**config.mk**
```make
export PLATFORM = sky130hd
export DESIGN_NAME = multi_click_gesture_detector
export DESIGN_NICKNAME = d
export VERILOG_FILES = /design/src/hw/rtl/mcgd_pkg.sv /design/src/hw/rtl/multi_click_gesture_detector.sv
export VERILOG_INCLUDE_DIRS = /design/src /design/src/hw/rtl
export SDC_FILE = /design/constraint.sdc
export NUM_CORES = 1
export LEC_CHECK = 0
export ABC_CLOCK_PERIOD_IN_PS = 10500
export BUFFER_PORTS_ARGS = -buffer_cell sky130_fd_sc_hd__buf_2
export CORE_UTILIZATION = 40
export DETAILED_ROUTE_END_ITERATION = 10
export GPL_ROUTABILITY_DRIVEN = 0
export PLACE_DENSITY_LB_ADDON = 0.1
export SETUP_SLACK_MARGIN = 0.05
export SLEW_MARGIN = 20
export SYNTH_ARGS = -nofsm -noshare
export SYNTH_HDL_FRONTEND = slang
export SYNTH_SLANG_ARGS = --single-unit
```
**constraint.sdc**
```tcl
create_clock -name i_clk -period 10.5 [get_ports i_clk]
set_input_delay 1.05 -clock i_clk [delete_from_list [all_inputs] [get_ports i_clk]]
set_output_delay 1.05 -clock i_clk [all_outputs]
set_load 0.02 [all_outputs]
```
**src/hw/rtl/multi_click_gesture_detector_assert.svh**
```systemverilog
// ----------------------------------------------------------------------------
// Multi-click gesture detector assertion macros
// Shared property forms for the checks at the end of the top level.
// ----------------------------------------------------------------------------
`ifndef MULTI_CLICK_GESTURE_DETECTOR_ASSERT_SVH
`define MULTI_CLICK_GESTURE_DETECTOR_ASSERT_SVH

// Same-cycle implication, disabled while reset is asserted.
`define MCGD_ASSERT_NOW(label, ante, cons) \
    label: assert property (@(posedge i_clk) disable iff (!i_rst_n) (ante) |-> (cons)) \
        else $error("multi_click_gesture_detector: same-cycle check failed");

// Next-cycle implication, disabled while reset is asserted.
`define MCGD_ASSERT_NEXT(label, ante, cons) \
    label: assert property (@(posedge i_clk) disable iff (!i_rst_n) (ante) |=> (cons)) \
        else $error("multi_click_gesture_detector: next-cycle check failed");

`endif

```
**src/hw/rtl/mcgd_pkg.sv**
```systemverilog
// ----------------------------------------------------------------------------
// Multi-click gesture detector package
// Register indexes, reset values and result codes of the gesture detector.
// ----------------------------------------------------------------------------
package mcgd_pkg;

    localparam int CFG_IDX_BITS   = 2;
    localparam int CFG_DATA_BITS  = 16;
    localparam int COUNT_BITS     = 8;
    localparam int THRESHOLD_BITS = 12;

    typedef logic [CFG_IDX_BITS-1:0] t_cfg_idx;
    typedef logic [2:0]              t_gesture;
    typedef logic [COUNT_BITS-1:0]   t_count;

    localparam t_cfg_idx CFG_FLEX_THRESHOLD  = 2'd0;
    localparam t_cfg_idx CFG_DEBOUNCE_MS     = 2'd1;
    localparam t_cfg_idx CFG_WINDOW_MS       = 2'd2;
    localparam t_cfg_idx CFG_SUSTAIN_SAMPLES = 2'd3;

    localparam logic [15:0] RST_FLEX_THRESHOLD  = 16'd2048;
    localparam logic [15:0] RST_DEBOUNCE_MS     = 16'd200;
    localparam logic [15:0] RST_WINDOW_MS       = 16'd600;
    localparam t_count      RST_SUSTAIN_SAMPLES = 8'd6;

    localparam t_gesture GESTURE_NONE = 3'd0;
    localparam t_gesture GESTURE_QUAD = 3'd4;

    localparam t_count COUNT_MAX = 8'hFF;

endpackage

```
**src/hw/rtl/multi_click_gesture_detector.sv**
```systemverilog
// ----------------------------------------------------------------------------
// Multi-click gesture detector
// When not stalled, the block takes one sample beat per clock cycle and
// returns one result beat for each. Every input beat is processed in the cycle
// in which it is accepted: the flex average adder, the elapsed-time subtractor
// and its compares against the debounce and window times sit between the input
// port and the result register, so the sustained rate is one beat per cycle.
// The result register frees itself when its beat is taken, so a new
// sample is accepted in the same cycle as the previous result leaves. A falling
// button edge, or a sensor signal held for the sustain count after the debounce
// time, counts a click; once the window time has passed quietly since the last
// click, the count is reported as single, double, triple or quad and cleared.
// ----------------------------------------------------------------------------
`include "multi_click_gesture_detector_assert.svh"

module multi_click_gesture_detector #(
    parameter int ADC_BITS  = 12,
    parameter int TIME_BITS = 32
) (
    input  logic                              i_clk,
    input  logic                              i_rst_n,

    input  logic                              i_cfg_we,
    input  mcgd_pkg::t_cfg_idx                i_cfg_idx,
    input  logic [mcgd_pkg::CFG_DATA_BITS-1:0] i_cfg_wdata,

    input  logic                              s_axis_tvalid,
    output logic                              s_axis_tready,
    // button_level, ir_level, flex_sample, now_ms; zero padding on top
    input  logic [((2+ADC_BITS+TIME_BITS+7)/8)*8-1:0] s_axis_tdata,

    output logic                              m_axis_tvalid,
    input  logic                              m_axis_tready,
    // live_click, gesture, live_count; zero padding on top
    output logic [15:0]                       m_axis_tdata
);

    localparam int SUM_BITS = ADC_BITS + 2;
    localparam int THR_BITS = mcgd_pkg::THRESHOLD_BITS;
    localparam int CMP_BITS = (ADC_BITS > THR_BITS) ? ADC_BITS : THR_BITS;

    logic [THR_BITS-1:0]      r_flex_threshold;
    logic [15:0]              r_debounce_ms;
    logic [15:0]              r_window_ms;
    mcgd_pkg::t_count         r_sustain_samples;

    logic                     r_button_prev;
    logic [ADC_BITS-1:0]      r_flex_avg;
    mcgd_pkg::t_count         r_run;
    logic                     r_trigger;
    logic [TIME_BITS-1:0]     r_last_click;
    mcgd_pkg::t_count         r_tally;

    logic                     r_out_valid;
    logic                     r_out_click;
    mcgd_pkg::t_gesture       r_out_gesture;
    mcgd_pkg::t_count         r_out_count;

    logic                     in_button;
    logic                     in_ir;
    logic [ADC_BITS-1:0]      in_flex;
    logic [TIME_BITS-1:0]     in_now;

    logic                     accept;
    logic                     button_click;
    logic [ADC_BITS-1:0]      avg_seed;
    logic [SUM_BITS-1:0]      avg_sum;
    logic [ADC_BITS-1:0]      n_flex_avg;
    logic                     signal_on;
    mcgd_pkg::t_count         n_run;
    logic [TIME_BITS-1:0]     elapsed;
    logic                     debounce_ok;
    logic                     sensor_click;
    logic                     n_trigger;
    logic                     click;
    mcgd_pkg::t_count         tally_inc;
    logic [TIME_BITS-1:0]     n_last_click;
    logic [TIME_BITS-1:0]     quiet;
    logic                     report;
    mcgd_pkg::t_gesture       n_gesture;
    mcgd_pkg::t_count         n_tally;

    assign in_button = s_axis_tdata[0];
    assign in_ir     = s_axis_tdata[1];
    assign in_flex   = s_axis_tdata[2 +: ADC_BITS];
    assign in_now    = s_axis_tdata[2+ADC_BITS +: TIME_BITS];

    assign s_axis_tready = !r_out_valid || m_axis_tready;
    assign accept        = s_axis_tvalid && s_axis_tready;

    always_comb begin
        button_click = r_button_prev && !in_button;

        avg_seed   = (r_flex_avg == '0) ? in_flex : r_flex_avg;
        avg_sum    = ({2'b00, avg_seed} << 1) + {2'b00, avg_seed} + {2'b00, in_flex};
        n_flex_avg = avg_sum[SUM_BITS-1:2];

        signal_on = !in_ir || (CMP_BITS'(n_flex_avg) > CMP_BITS'(r_flex_threshold));

        if (signal_on) begin
            n_run = (r_run == mcgd_pkg::COUNT_MAX) ? r_run : r_run + 8'd1;
        end else begin
            n_run = '0;
        end

        elapsed     = in_now - r_last_click;
        debounce_ok = elapsed >= {{(TIME_BITS-16){1'b0}}, r_debounce_ms};

        sensor_click = signal_on && !r_trigger && (n_run >= r_sustain_samples) && debounce_ok;

        if (signal_on) begin
            n_trigger = r_trigger || sensor_click;
        end else begin
            n_trigger = r_trigger && !debounce_ok;
        end

        click     = button_click || sensor_click;
        tally_inc = r_tally;
        if (click && (r_tally != mcgd_pkg::COUNT_MAX)) begin
            tally_inc = r_tally + 8'd1;
        end
        n_last_click = click ? in_now : r_last_click;

        // A click on this beat restarts the quiet time at zero.
        quiet  = click ? '0 : elapsed;
        report = (tally_inc != '0) && (quiet >= {{(TIME_BITS-16){1'b0}}, r_window_ms});

        n_gesture = mcgd_pkg::GESTURE_NONE;
        if (report) begin
            n_gesture = (tally_inc >= 8'd4) ? mcgd_pkg::GESTURE_QUAD : tally_inc[2:0];
        end
        n_tally = report ? '0 : tally_inc;
    end

    always_ff @(posedge i_clk) begin
        if (!i_rst_n) begin
            r_flex_threshold  <= mcgd_pkg::RST_FLEX_THRESHOLD[THR_BITS-1:0];
            r_debounce_ms     <= mcgd_pkg::RST_DEBOUNCE_MS;
            r_window_ms       <= mcgd_pkg::RST_WINDOW_MS;
            r_sustain_samples <= mcgd_pkg::RST_SUSTAIN_SAMPLES;
        end else if (i_cfg_we) begin
            unique case (i_cfg_idx)
                mcgd_pkg::CFG_FLEX_THRESHOLD:  r_flex_threshold  <= i_cfg_wdata[THR_BITS-1:0];
                mcgd_pkg::CFG_DEBOUNCE_MS:     r_debounce_ms     <= i_cfg_wdata;
                mcgd_pkg::CFG_WINDOW_MS:       r_window_ms       <= i_cfg_wdata;
                mcgd_pkg::CFG_SUSTAIN_SAMPLES: r_sustain_samples <= i_cfg_wdata[7:0];
                default: begin
                end
            endcase
        end
    end

    always_ff @(posedge i_clk) begin
        if (!i_rst_n) begin
            r_button_prev <= 1'b1;
            r_flex_avg    <= '0;
            r_run         <= '0;
            r_trigger     <= 1'b0;
            r_last_click  <= '0;
            r_tally       <= '0;
        end else if (accept) begin
            r_button_prev <= in_button;
            r_flex_avg    <= n_flex_avg;
            r_run         <= n_run;
            r_trigger     <= n_trigger;
            r_last_click  <= n_last_click;
            r_tally       <= n_tally;
        end
    end

    always_ff @(posedge i_clk) begin
        if (!i_rst_n) begin
            r_out_valid <= 1'b0;
        end else if (accept) begin
            r_out_valid <= 1'b1;
        end else if (m_axis_tready) begin
            r_out_valid <= 1'b0;
        end
    end

    always_ff @(posedge i_clk) begin
        if (accept) begin
            r_out_click   <= click;
            r_out_gesture <= n_gesture;
            r_out_count   <= n_tally;
        end
    end

    assign m_axis_tvalid = r_out_valid;
    assign m_axis_tdata  = {4'b0000, r_out_count, r_out_gesture, r_out_click};

    `MCGD_ASSERT_NEXT(a_accept_gives_result, accept, r_out_valid)
    `MCGD_ASSERT_NOW(a_stall_blocks_input, r_out_valid && !m_axis_tready, !s_axis_tready)
    `MCGD_ASSERT_NOW(a_report_clears_count,
        r_out_valid && (r_out_gesture != mcgd_pkg::GESTURE_NONE), r_out_count == '0)
    `MCGD_ASSERT_NOW(a_gesture_range, r_out_valid, r_out_gesture <= mcgd_pkg::GESTURE_QUAD)

endmodule
```
==> impl_results.md <==
- Clk_lat worst skew: 0.43 ns
- Worst path slowest cell: fa_1
- F_max: 106 MHz
- Drt drc: 0
- Drt via density: 5.13
- Combinational power share: 47.2%
- Post-Synthesis Cells: 1222
- MaxCap Viol Count: 0
- Syn_area_per_cell: 7.78 um^2
- Synthesis warning total: 0
- CP bufs+invs: 2
- Antenna violations before repair: 0
- Number of flops mapped to enable cells by yosys: 12
- Crit Path Max Fanout: 10
- Final hold slack: 0.452 ns
- Area delta synth->final: 13.8%
- Overall die height: 156 um
- Final Net Count: 1460
- Worst path top cell family by delay: compound AO/OA/AOI/OAI gates
- Post-CTS setup buffer count: 0
- Synthesis-stage register bit count: 127
- Tot Pwr: 2.27 mW
- R2R Path Start: r_flex_avg[6]
- Placed cell area: 10200 um^2
- Capturing point of the worst reg2reg path: r_tally[0]
- Yosys cell types: 74
- Setup Skew: 0.0120 ns
- Footprint of the multi-input gates: 6170 um^2
- Finished Cell Area: 10800 um^2
- Sw frac: 38.2%
- Vias: 8271
- Worst hold-check path type: flip-flop to flip-flop
- CP max stage delay: 0.52 ns
- Core ar.: 23400 um^2
- Final number of hold-violating endpoints: 0
- Top cell by count, worst path: a21oi_1
- TritonCTS sink count: 127
- Post-placement cell count: 1580
- Fill cells: 2448
- Worst R2R Setup Slack: 1.03 ns
- Cell Rows: 56
- Reg area: 2660 um^2
- Die width: 156 um
- RSZ-0062 raised after global routing: no
- Wirelength, routed: 23300 um
- Status: finished clean
- R2R depth: 46
- Layout cells sized above 1: 12.7%
- DP HPWL: 17500 um
- Cell Count, Final, Fillers Out: 1612
- Hold path cells: 2
- Crit path launch type: flip-flop
- Top FF cell, synth: dfxtp_1
- Internal: 1.40 mW
- Period Utilization, post-route: 90.2%
- Sequential share of the synthesized area: 28.0%
- Top-level port count: 89
- Worst vdd ir: 0.000117 V
- Hold_sp: r_sustain_samples[3]
- IO Port Bufs: 82
- First-pass GRT wire length: 38600 um
- Final min period: 9.47 ns
- Initial Utilization: 40.6%
- Final Core Density: 46.2%
- Worst EP arrival: 9.81 ns
- ANT cells: 0
- Max H-tree Level: 4
- PwrDens: 210 nW/um^2
- Setup violations, final: 0
- Drt first pass iters: 5
- Clock Power Share: 28.8%
- Routed wire per std cell: 14.4 um
- Die area: 24400 um^2
- Synthesized area: 9510 um^2
- LEAKAGE: 4.48 nW
- NetSw: 868 uW
- Number of global-route vias before repair: 7718
- Root Driver: clkbuf_16
- Crit path kind: flip-flop to flip-flop
- Slew Viols, Final: 0
- Place WS: 0.534 ns
- Slew headroom: 30.3%
- Grt ovf: 0
- Pin count of the biggest net entering global routing: 69
- Clk slew on worst S/H paths: 0.06 ns
- Num CTS Buffers: 17
- Antenna viol nets, final: 0
- Gr usage total: 19.9%
- WP data required: 10.84 ns
- CTS max path bufs: 2
- CTS tree: built
- Critical Path Sink Type: flip-flop
- WHS Endpoint: r_sustain_samples[3]
- Measured slew at the worst slew-check pin: 1.05 ns
- DRT iter0 DRCs: 317
- Async SR Flop Fraction: 0%
- Sequential power share: 24.0%
- Setup TNS: 0 ns
- Setup ws final: 1.03 ns
-- cell usage in the layout (no fill, tap or decap), drive strengths merged, types with 5 or more instances in the layout --
cell type | netlist | final
nand2 | 195 | 195
a21oi | 147 | 147
inv | 119 | 120
dfxtp | 115 | 115
ha | 96 | 96
nor2 | 93 | 93
buf | 18 | 93
o21ai | 41 | 41
mux2i | 39 | 39
nand3 | 24 | 24
nor2b | 23 | 23
a21o | 23 | 23
xnor2 | 23 | 23
xor2 | 20 | 20
clkbuf | 39 | 20
o211ai | 19 | 19
nand4 | 18 | 18
and3 | 15 | 15
fa | 13 | 13
edfxtp | 12 | 12
nor3 | 12 | 12
a211oi | 12 | 12
nand2b | 11 | 11
o21bai | 9 | 9
nor4 | 9 | 9
o21a | 8 | 8
a31oi | 7 | 7
or2 | 6 | 6
o31ai | 5 | 5
nor3b | 5 | 5
clkinv | 0 | 5
-- cell families (layout without fill, tap and decap cells) --
kind of cell | count (synthesis) | in the layout | synth area share [%]
multiplexers | 41 | 41 | 4.34
adder cells (fa/ha/maj) | 109 | 109 | 15.4
AO/OA/AOI/OAI | 301 | 301 | 20.2
XOR/XNOR | 43 | 43 | 3.96
flip-flops | 127 | 127 | 28.0
AND/OR/NAND/NOR | 424 | 424 | 20.7
buffers and inverters | 176 | 244 | 7.42
other | 1 | 4 | 0.0394
-- worst reg2reg max path: cells and delay by family (launching register included) --
family,cells,cell delay [ns]
and+or+nand+nor,13,2.51
adders and majority gates,5,1.80
AOI/OAI and AO/OA,26,4.52
buffers and inverters,2,0.26
DFF,1,0.33
-- routing by layer --
layer	share of wire (%)	up-vias	global-route usage (%)
li1	-	4322	-
met1	50	3815	27.1
met2	46	117	32.6
met3	2.6	17	3.06
met4	0.95	0	5.18
met5	0	-	0
-- registers in the layout, summed over array words and instances (netlist names), 3 cells and up --
name               cells
r_debounce_ms         16
r_flex_avg            12
r_flex_threshold      12
r_last_click          32
r_out_count            8
r_out_gesture          3
r_run                  8
r_sustain_samples      8
r_tally                8
r_window_ms           16
-- synthesized netlist by cell type (3+ instances only) --
cell type  count  area, um^2
and2_1         4        25.0
inv_1        119         447
nor2b_1       23         144
or2_2          6        37.5
edfxtp_1      12         360
dfxtp_1      115        2300
nor2_1        93         349
buf_4          5        37.5
a21oi_1      143         716
nor4_1         7        43.8
a31oi_1        6        37.5
a21o_1        23         173
and3_1        14        87.6
nand3_1       24         120
a21oi_2        4        35.0
a211oi_1       9        67.6
nor3_1        11        55.1
o21ai_0       36         180
o31ai_1        5        37.5
nand2b_1      11        68.8
xnor2_1       23         201
nor3b_1        5        37.5
xor2_1        20         175
o21a_1         8        60.1
mux2i_1       39         390
o221ai_1       3        26.3
ha_1          96        1200
o21ai_1        4        20.0
o21bai_1       9        67.6
o211ai_1      19         143
clkbuf_1      39         146
nand4_1       17         106
nand2_1      195         732
fa_1          13         260
buf_2          9        45.0
-- power groups by stage --
stage | Clock [mW] | Sequential, mW | Combinational [mW]
6_report | 0.656 | 0.545 | 1.07
4_1_cts | 0.667 | 0.544 | 1.09
3_5_place_dp | 0 | 0.554 | 1.08
2_1_floorplan | 0 | 0.552 | 0.832
3_3_place_gp | 0 | 0.553 | 1.07
5_1_grt | 0.691 | 0.550 | 1.23
-- worst max-delay path by stage --
stage | from | endpoint | depth (start not counted)
floorplan | r_flex_avg[2] | r_tally[0] | 49
finish | r_flex_avg[6] | r_tally[0] | 46
global placement | r_flex_avg[7] | r_tally[0] | 46
global route | r_flex_avg[11] | r_tally[0] | 46
detailed placement | r_flex_avg[6] | r_tally[0] | 46
CTS | r_flex_avg[6] | r_tally[0] | 46
-- what timing repair did --
| action | in CTS | in global routing |
|---|---|---|
| resized for setup | 0 | 4 |
| hold buffers | 0 | 0 |
| endpoints found under the setup margin | 0 | 18 |
-- layout make-up --
| cell class | instances | share of cell area (%) |
|---|---|---|
| tap | 319 | 3.69 |
| clock buffer | 20 | 4.32 |
| multi-input combinational | 922 | 57.0 |
| clock inverter | 12 | 1.66 |
| timing repair buffer | 93 | 4.56 |
| sequential | 127 | 24.6 |
| inverter | 119 | 4.14 |
Power figures use the tool's default switching activity.
